**src/bmc_pkg.sv**
```systemverilog
// Shared types and constants of the belt move controller.
package bmc_pkg;

   // Request kinds carried in req_tuser.
   typedef enum logic [1:0] {
      OP_TICK  = 2'd0,
      OP_POWER = 2'd1,
      OP_MOVE  = 2'd2
   } op_type;

   // Configuration register indexes.
   typedef enum logic [1:0] {
      CSR_MAX_SPEED    = 2'd0,
      CSR_TRAVEL_LIMIT = 2'd1,
      CSR_STEPWISE     = 2'd2
   } csr_index_type;

   localparam int SPEED_W = 24;
   localparam int LIMIT_W = 31;
   localparam int POS_W   = 32;
   localparam int OUT_SPEED_W = 25;
   localparam int POWER_W = 7;
   localparam int QUOT_W  = 18;

   localparam int ARRIVE_TOL   = 500;
   localparam int MIN_DISTANCE = 100;
   localparam int POWER_MAX    = 100;

   localparam logic [SPEED_W-1:0] MAX_SPEED_RST = 24'd1000000;
   localparam logic [LIMIT_W-1:0] LIMIT_RST     = 31'd1000000;

   // floor(x / 100) for x below 2**24 is (x * DIV100_M24) >> DIV100_S24.
   localparam logic [24:0] DIV100_M24 = 25'd21474837;
   localparam int          DIV100_S24 = 31;
   // floor(y / 100) for y below 10000 is (y * DIV100_M14) >> DIV100_S14.
   localparam logic [12:0] DIV100_M14 = 13'd5243;
   localparam int          DIV100_S14 = 19;

endpackage

```
**src/belt_move_controller.sv**
```systemverilog
// Belt move controller: request decode, move state and registered response.
// Latency: the response to a request is valid in the cycle after the request is accepted.
// Throughput: one request per cycle unless a response is held; all work is one combinational
// pass from the request ports into the response register and the state registers.
// The request side stays ready while a held response is being taken in the same cycle.
// Reset (synchronous, active high) stops any move, zeroes power and loads the register
// defaults: full speed 1000000 um/s, travel limit 1000000 um, plain moves.
module belt_move_controller
   import bmc_pkg::*;
(
   input  logic        clock,
   input  logic        reset,
   input  logic        req_tvalid,
   output logic        req_tready,
   input  logic [63:0] req_tdata,   // [31:0] belt_position, [63:32] command_value
   input  logic [1:0]  req_tuser,   // [1:0] op
   output logic        rsp_tvalid,
   input  logic        rsp_tready,
   // [24:0] speed_command, [25] zero_position, [26] accepted, [27] moving,
   // [34:28] power_level, [35] running, [39:36] zero
   output logic [39:0] rsp_tdata,
   input  logic        csr_we,
   input  logic [1:0]  csr_addr,
   input  logic [30:0] csr_wdata
);

   // Configuration. The full speed is also kept split as 100*q + r so that a power
   // command needs only small products.
   logic [SPEED_W-1:0] max_speed_ff;
   logic [QUOT_W-1:0]  speed_quot_ff;
   logic [POWER_W-1:0] speed_rem_ff;
   logic [LIMIT_W-1:0] limit_ff;
   logic               stepwise_ff;

   // Controller state.
   logic [SPEED_W-1:0]   free_speed_ff,  free_speed_in;
   logic [POWER_W-1:0]   power_ff,       power_in;
   logic                 busy_ff,        busy_in;
   logic [LIMIT_W-1:0]   target_ff,      target_in;
   logic [POS_W-1:0]     dist_left_ff,   dist_left_in;
   logic [SPEED_W-2:0]   move_speed_ff,  move_speed_in;

   // Response register.
   logic        rsp_valid_ff;
   logic [39:0] rsp_data_ff, rsp_data_in;

   logic                      accept;
   logic [POS_W-1:0]          pos;
   logic [POS_W-1:0]          cmd;
   logic signed [POS_W:0]     tgt_diff;
   logic                      near;
   logic [POS_W-1:0]          abs_pos;
   logic signed [POS_W+1:0]   dist_diff;
   logic [POS_W:0]            plain_sum;
   logic [LIMIT_W-1:0]        plain_tgt;
   logic signed [POS_W+1:0]   plain_diff;
   logic                      plain_far;
   logic                      cmd_power_ok;
   logic                      cmd_move_ok;
   logic [POWER_W-1:0]        cmd_pct;
   logic [24:0]               quot_prod;
   logic [13:0]               rem_prod;
   logic [26:0]               rem_scaled;
   logic [24:0]               power_speed;
   logic [48:0]               cfg_prod;
   logic [QUOT_W-1:0]         cfg_quot;
   logic [SPEED_W-1:0]        cfg_hundreds;
   logic [SPEED_W-1:0]        cfg_rem;
   logic signed [OUT_SPEED_W-1:0] speed_out;
   logic                      zero_out;
   logic                      acc_out;

   assign pos     = req_tdata[31:0];
   assign cmd     = req_tdata[63:32];
   assign accept  = req_tvalid && req_tready;

   // A new request may enter whenever the response slot is empty or being drained.
   assign req_tready = !rsp_valid_ff || rsp_tready;
   assign rsp_tvalid = rsp_valid_ff;
   assign rsp_tdata  = rsp_data_ff;

   // Split of a newly written full speed by 100, done with a reciprocal multiply.
   assign cfg_prod     = 49'(csr_wdata[SPEED_W-1:0]) * 49'(DIV100_M24);
   assign cfg_quot     = cfg_prod[DIV100_S24 +: QUOT_W];
   assign cfg_hundreds = SPEED_W'(cfg_quot * SPEED_W'(POWER_MAX));
   assign cfg_rem      = csr_wdata[SPEED_W-1:0] - cfg_hundreds;

   always_ff @(posedge clock) begin
      if (reset) begin
         max_speed_ff  <= MAX_SPEED_RST;
         speed_quot_ff <= QUOT_W'(MAX_SPEED_RST / POWER_MAX);
         speed_rem_ff  <= POWER_W'(MAX_SPEED_RST % POWER_MAX);
         limit_ff      <= LIMIT_RST;
         stepwise_ff   <= 1'b0;
      end else if (csr_we) begin
         case (csr_index_type'(csr_addr))
            CSR_MAX_SPEED: begin
               max_speed_ff  <= csr_wdata[SPEED_W-1:0];
               speed_quot_ff <= cfg_quot;
               speed_rem_ff  <= cfg_rem[POWER_W-1:0];
            end
            CSR_TRAVEL_LIMIT: begin
               limit_ff <= csr_wdata;
            end
            CSR_STEPWISE: begin
               stepwise_ff <= csr_wdata[0];
            end
            default: begin
            end
         endcase
      end
   end

   // Distance from the measured position to the current target; within the
   // tolerance band the belt counts as arrived.
   assign tgt_diff = signed'({pos[POS_W-1], pos} - {2'b00, target_ff});
   assign near     = (tgt_diff > -33'(ARRIVE_TOL)) && (tgt_diff < 33'(ARRIVE_TOL));
   assign abs_pos  = pos[POS_W-1] ? (~pos + 32'd1) : pos;

   // Remaining distance of a segmented move after this segment.
   assign dist_diff = signed'({{2{dist_left_ff[POS_W-1]}}, dist_left_ff} -
                              {2'b00, abs_pos});

   // Plain move: target is position plus distance, clamped to the travel range.
   assign plain_sum = {pos[POS_W-1], pos} + {cmd[POS_W-1], cmd};
   always_comb begin
      if (plain_sum[POS_W]) begin
         plain_tgt = '0;
      end else if (plain_sum > {2'b00, limit_ff}) begin
         plain_tgt = limit_ff;
      end else begin
         plain_tgt = plain_sum[LIMIT_W-1:0];
      end
   end
   assign plain_diff = signed'({{2{pos[POS_W-1]}}, pos} - {3'b000, plain_tgt});
   assign plain_far  = (plain_diff >= 34'(ARRIVE_TOL)) || (plain_diff <= -34'(ARRIVE_TOL));

   // Power scaling: max*p/100 = q*p + floor(r*p/100) with max = 100*q + r.
   assign cmd_power_ok = !cmd[POS_W-1] && (cmd <= 32'(POWER_MAX));
   assign cmd_move_ok  = !cmd[POS_W-1] && (cmd > 32'(MIN_DISTANCE));
   assign cmd_pct      = cmd[POWER_W-1:0];
   assign quot_prod    = 25'(speed_quot_ff * cmd_pct);
   assign rem_prod     = 14'(speed_rem_ff * cmd_pct);
   assign rem_scaled   = 27'(rem_prod * DIV100_M14);
   assign power_speed  = quot_prod + 25'(rem_scaled[26:DIV100_S14]);

   always_comb begin
      free_speed_in = free_speed_ff;
      power_in      = power_ff;
      busy_in       = busy_ff;
      target_in     = target_ff;
      dist_left_in  = dist_left_ff;
      move_speed_in = move_speed_ff;
      speed_out     = '0;
      zero_out      = 1'b0;
      acc_out       = 1'b0;
      case (op_type'(req_tuser))
         OP_TICK: begin
            if (!busy_ff) begin
               speed_out = signed'({1'b0, free_speed_ff});
            end else if (near) begin
               zero_out = 1'b1;
               if (!stepwise_ff) begin
                  busy_in = 1'b0;
               end else if (dist_diff <= 34'(ARRIVE_TOL)) begin
                  // Move done. Anything at or below the tolerance behaves the same
                  // later on, so a very negative rest is held at the lowest value.
                  busy_in = 1'b0;
                  if (dist_diff < -34'sh80000000) begin
                     dist_left_in = 32'h80000000;
                  end else begin
                     dist_left_in = dist_diff[POS_W-1:0];
                  end
               end else begin
                  dist_left_in = dist_diff[POS_W-1:0];
                  if (dist_diff[LIMIT_W-1:0] < limit_ff) begin
                     target_in = dist_diff[LIMIT_W-1:0];
                  end else begin
                     target_in = limit_ff;
                  end
               end
            end else if (tgt_diff < 0) begin
               // Target lies above the position.
               speed_out = signed'({2'b00, move_speed_ff});
            end else begin
               speed_out = -signed'({2'b00, move_speed_ff});
            end
         end
         OP_POWER: begin
            if (cmd_power_ok) begin
               power_in      = cmd_pct;
               free_speed_in = power_speed[SPEED_W-1:0];
               busy_in       = 1'b0;
               acc_out       = 1'b1;
            end
         end
         OP_MOVE: begin
            if (cmd_move_ok) begin
               if (stepwise_ff) begin
                  dist_left_in  = cmd;
                  move_speed_in = max_speed_ff[SPEED_W-1:1];
                  free_speed_in = '0;
                  busy_in       = 1'b1;
                  target_in     = (cmd[LIMIT_W-1:0] < limit_ff) ? cmd[LIMIT_W-1:0] : limit_ff;
                  acc_out       = 1'b1;
               end else begin
                  // The target is rewritten even when the move is refused.
                  target_in = plain_tgt;
                  if (plain_far) begin
                     move_speed_in = max_speed_ff[SPEED_W-1:1];
                     busy_in       = 1'b1;
                     free_speed_in = '0;
                     acc_out       = 1'b1;
                  end
               end
            end
         end
         default: begin
         end
      endcase
      rsp_data_in = {4'b0000, (power_in != '0) || busy_in, power_in, busy_in,
                     acc_out, zero_out, speed_out};
   end

   always_ff @(posedge clock) begin
      if (reset) begin
         free_speed_ff <= '0;
         power_ff      <= '0;
         busy_ff       <= 1'b0;
         target_ff     <= '0;
         dist_left_ff  <= '0;
         move_speed_ff <= '0;
      end else if (accept) begin
         free_speed_ff <= free_speed_in;
         power_ff      <= power_in;
         busy_ff       <= busy_in;
         target_ff     <= target_in;
         dist_left_ff  <= dist_left_in;
         move_speed_ff <= move_speed_in;
      end
   end

   always_ff @(posedge clock) begin
      if (reset) begin
         rsp_valid_ff <= 1'b0;
      end else if (accept) begin
         rsp_valid_ff <= 1'b1;
      end else if (rsp_tready) begin
         rsp_valid_ff <= 1'b0;
      end
   end

   always_ff @(posedge clock) begin
      if (accept) begin
         rsp_data_ff <= rsp_data_in;
      end
   end

   // A moving belt always reports itself as running.
   a_moving_running: assert property (@(posedge clock) disable iff (reset)
      rsp_tvalid |-> (!rsp_tdata[27] || rsp_tdata[35]))
      else $error("moving reported without running");

   // A zeroing response never asks for motion.
   a_zero_still: assert property (@(posedge clock) disable iff (reset)
      (rsp_tvalid && rsp_tdata[25]) |-> (rsp_tdata[24:0] == '0))
      else $error("zero_position with nonzero speed");

   // A tick is never reported as an accepted command.
   a_tick_not_acc: assert property (@(posedge clock) disable iff (reset)
      (accept && (req_tuser == OP_TICK)) |=> (rsp_tvalid && !rsp_tdata[26]))
      else $error("tick reported as accepted");

   // Power level stays in its percent range.
   a_power_range: assert property (@(posedge clock) disable iff (reset)
      rsp_tvalid |-> (rsp_tdata[34:28] <= 7'(POWER_MAX)))
      else $error("power level out of range");

   // An accepted power command cancels any move.
   a_power_cancels: assert property (@(posedge clock) disable iff (reset)
      (accept && (req_tuser == OP_POWER) && cmd_power_ok) |=> !busy_ff)
      else $error("move still active after power command");

endmodule

```
**config.mk**
```make
export PLATFORM = sky130hd
export DESIGN_NAME = belt_move_controller
export DESIGN_NICKNAME = d
export VERILOG_FILES = /design/src/bmc_pkg.sv /design/src/belt_move_controller.sv
export SDC_FILE = /design/constraint.sdc
export NUM_CORES = 2
export LEC_CHECK = 0
export ABC_AREA = 1
export BUFFER_PORTS_ARGS = -buffer_cell sky130_fd_sc_hd__buf_2
export CORE_ASPECT_RATIO = 1.75
export CORE_UTILIZATION = 66
export CTS_CLUSTER_SIZE = 10
export DETAILED_ROUTE_END_ITERATION = 16
export HOLD_SLACK_MARGIN = 0.08
export MAX_ROUTING_LAYER = met4
export PLACE_DENSITY = 0.85
export SYNTH_ARGS = -nofsm -noshare
export SYNTH_HDL_FRONTEND = slang
export SYNTH_SLANG_ARGS = --single-unit
```
**constraint.sdc**
```tcl
create_clock -name clock -period 19.1 [get_ports clock]
set_input_delay 1.91 -clock clock [delete_from_list [all_inputs] [get_ports clock]]
set_output_delay 1.91 -clock clock [all_outputs]
set_load 0.005 [all_outputs]
```
==> flow_summary.toml, run 1 <==
[run_status]
status = "stopped before the end"
lastStage = "global routing"
firstError = "[ERROR GRT-0116] Global routing finished with congestion. Check the congestion regions in the DRC Viewer."

[synth]
yosys.area.top_type = "ha_1"
asyncSetResetFlopFracSynth_pct = 0
synth_top_flop_cell = "dfxtp_1"
ys_top_cells_by_area = "ha_1 (19%), fa_1 (17%), nand2_1 (12%)"
synth_common_cells = "nand2_1 (1466), inv_1 (1299), ha_1 (659), nor2_1 (544), a21oi_1 (442)"
post-synth-top-count-cell = "nand2_1"
syn_avg_cell_area_um2 = 6.83
synth_seq_cells = 234
yosys.area.top_type_share_pct = 18.7
yosysUniqueCellTypes = 56
synthCells = 6449
syn-cell-area_um2 = 44000
ys_warn_count = 0
ys_seq_area_share_pct = 11.5
synth_edf_count = 36

[global_route]
grt_pass1_vias = 50394
grt_overflow = 13
grt_max_degree = 81
groute.usage.overall_pct = 63.8
grt_pass1_wl_mm = 309

[clocking]
cts_setup_buffers = 0
clockBufferDepth = 3
hold_buffers = 0
cts_buffers = 29
clkSinkCount = 234
cts-htree-levels = 1
clockRootBuffer = "clkbuf_16"
post_cts_resized = 0

[floorplanning]
fp.dieH_um = 344
ioPinCount = 146
die_w_um = 197
floorplan.initialDensity_pct = 67.1
rows = 124

[placement]
post-dp-hpwl_mm = 145
placed_area_um2 = 45300
gp_congestion = 1.15
dp.cells = 7331
dp_slack_ps = 4510
io_buffers = 141
[layer usage]
layer,GRT usage (%),GRT overflow
met2,89.5,7
met3,33.9,1
met5,-,-
met1,58.8,0
met4,69.1,5
[cells by family after synthesis]
family	Yosys count	share of synthesized area (%)
compound gates	914	11.4
buf+inv	1484	13.0
fa+ha+maj	1034	35.8
flops	234	11.5
other cells	1	0.00852
simple gates	2629	25.4
xor+xnor	153	3.04
[per-stage QoR]
| step | utilization, % | hold slack, ps |
|---|---|---|
| CTS | 70.3 | 462 |
| detailed placement | 69.0 | 453 |
| global placement | 69.0 | 454 |
| floorplan | - | 436 |
==> run 2: changes to the inputs <==
- CORE_ASPECT_RATIO: 1.75 -> unset
- CORE_UTILIZATION: 66 -> 40
- CTS_CLUSTER_SIZE: 10 -> unset
- HOLD_SLACK_MARGIN: 0.08 -> unset
- MAX_ROUTING_LAYER: met4 -> unset
- PLACE_DENSITY: 0.85 -> unset
- PLACE_DENSITY_LB_ADDON: unset -> 0.15
==> flow_summary.toml, run 2 <==
[finish]
largest-register = "rsp_tdata"
largest_registers = "rsp_tdata: 36 flops, dist_left_ff: 32 flops"
final_common_cell = "nand2_1"
layout.nets = 7625
synthToLayoutAreaGrowth_pct = 6.74
final_cell_mix = "nand2_1 (1464), inv_1 (1297), ha_1 (658)"
filler_cell_count = 11590
fin_util_pct = 43.1
largest_reg_flops = 36
drive_gt1_share_pct = 4.58

[global_route]
globalRouteMet3Util_pct = 3.19
antenna_found_initial = 9
gr-max-usage-layer = "met2"
grt_max_degree = 63
grt.met2_usage_pct = 46.4
grt_pass1_vias = 40297
grt_overflow = 0
grt_pass1_wl_mm = 244
groute.usage.overall_pct = 28.5
use_met1_pct = 39.6

[floorplanning]
floorplan.initialDensity_pct = 40.4
die_w_um = 334
coreArea_um2 = 109000
design.die.area_um2 = 111000
ioPinCount = 146
rows = 121
fp.dieH_um = 334

[clocking]
insertion_delay_ps = 630
tritoncts = "yes"
clkSinkCount = 234
cts_buffers = 28
post_cts_resized = 0
clockBufferDepth = 3
clkTransAtPathRegs_ps = 60
cts_setup_buffers = 0
clockRootBuffer = "clkbuf_16"
cts-htree-levels = 1
hold_buffers = 0

[synth]
asyncSetResetFlopFracSynth_pct = 0
ys_top_cells_by_area = "ha_1 (19%), fa_1 (17%), nand2_1 (12%)"
synthCells = 6449
synth_edf_count = 36
syn-cell-area_um2 = 44000
synth_top_flop_cell = "dfxtp_1"
post-synth-top-count-cell = "nand2_1"
yosys.area.top_type = "ha_1"
ys_warn_count = 0
synth_seq_cells = 234
syn_avg_cell_area_um2 = 6.83
yosys.area.top_type_share_pct = 18.7
synth_common_cells = "nand2_1 (1466), inv_1 (1299), ha_1 (659), nor2_1 (544), a21oi_1 (442)"
ys_seq_area_share_pct = 11.5
yosysUniqueCellTypes = 56

[drt]
routed_wirelength_mm = 159
dr.pass1.iters = 6
drt_iter0_drc = 3378
drt-wirelength-per-cell_um = 20.1
drt.antenna.violating_nets = 0
avgViaCountPerCell = 5.29
vias = 41914
drc = 0

[timing]
finalClockSkew_ps = 54.7
fmax_ghz = 0.0712
finalSetupViolations = 0
period_minus_slack_ps = 14050
post-route-period-util_pct = 73.5
fin_setup_tns_ps = 0
finalHoldViolCount = 0
worst_slew_pin_slew_ps = 1200
slew_viol_final = 0
rsz0062_at_grt = "false"
relSlewSlack_pct = 20.2

[critical_path]
crit_required_ps = 19620
cp.arrival_ps = 14570
cpMaxStageDelayCell = "xor2_1"
critPathKind = "in2reg"
endpoint_kind = "flop"
crit_top_cell = "inv_1"
path_max_fanout = 31
slowest_delay_ps = 690
cp-start-kind = "input pin"

[power]
powerDensity_nw_per_um2 = 191
irDropWorstVdd_mv = 0.442
p_leak_nw = 25.7

[placement]
gp_congestion = 0.978
io_buffers = 141
post-dp-hpwl_mm = 133

[job]
cap_violations = 0

[hold_path]
worst_hold_path_type = "reg2reg"

[run_status]
status = "completed"
## run 2: cell counts after synthesis
Identical to the previous run, type by type.
## run 2: through the flow
step	power (mW)	cell area (µm²)	setup WS, ps	hold slack, ps	cells
final	8.95	47000	5050	464	7927
after global routing	10.2	47000	4060	475	7923
after floorplan	6.42	44000	5820	436	6452
after CTS	9.03	47000	5100	467	7923
after detailed placement	8.37	46000	4480	456	7871
after global placement	8.37	46000	4620	451	7871
## run 2: kinds of logic after synthesis
logic type | after synthesis | share of synthesized area, %
AOI/OAI and AO/OA | 914 | 11.4
xor gates and xnor gates | 153 | 3.04
adders and majority gates | 1034 | 35.8
buffers and inverters | 1484 | 13.0
DFF | 234 | 11.5
other | 1 | 0.00852
and+or+nand+nor | 2629 | 25.4
## run 2: layer usage
layer / routed length [µm] / vias to the layer above
met5: 32 / -
met4: 5600 / 6
met3: 9960 / 218
met2: 71000 / 1282
met1: 72800 / 19795
li1: - / 20613
## run 2: worst max-delay path: cells and delay by family
kind                     cells  cell delay, ps
AO/OA/AOI/OAI               12            2460
XOR/XNOR                     3            1010
adder cells (fa/ha/maj)     15            6300
buffers and inverters       13            1130
AND/OR/NAND/NOR             13            1690
## run 2: path summary, 6_finish.rpt
check                                 startpoint                end  slack (ps)  cells after the start
worst min register to register  free_speed_ff[5]   free_speed_ff[5]         460                      2
worst min-delay path            free_speed_ff[5]   free_speed_ff[5]         460                      2
worst max-delay path               req_tdata[33]  free_speed_ff[22]        5050                     56
worst max register to register   max_speed_ff[1]  free_speed_ff[22]        6140                     52
## run 2: report_power, final
group	switching [mW]	internal, mW
clock network	0.248	0.323
registers	0.0522	0.544
logic	4.85	2.94
## run 2: cell type report
type	instances	area (µm²)	share of cell area [%]
antenna	4	10.0	0.0213
clock buffer	38	758	1.61
clock inverter	14	194	0.413
inverter	1310	4920	10.5
multi-input combinational	4734	33300	70.9
sequential	234	5040	10.7
tap	1414	1770	3.76
timing repair buffer	179	991	2.11
Note: power is estimated with default switching activity, not from simulation.
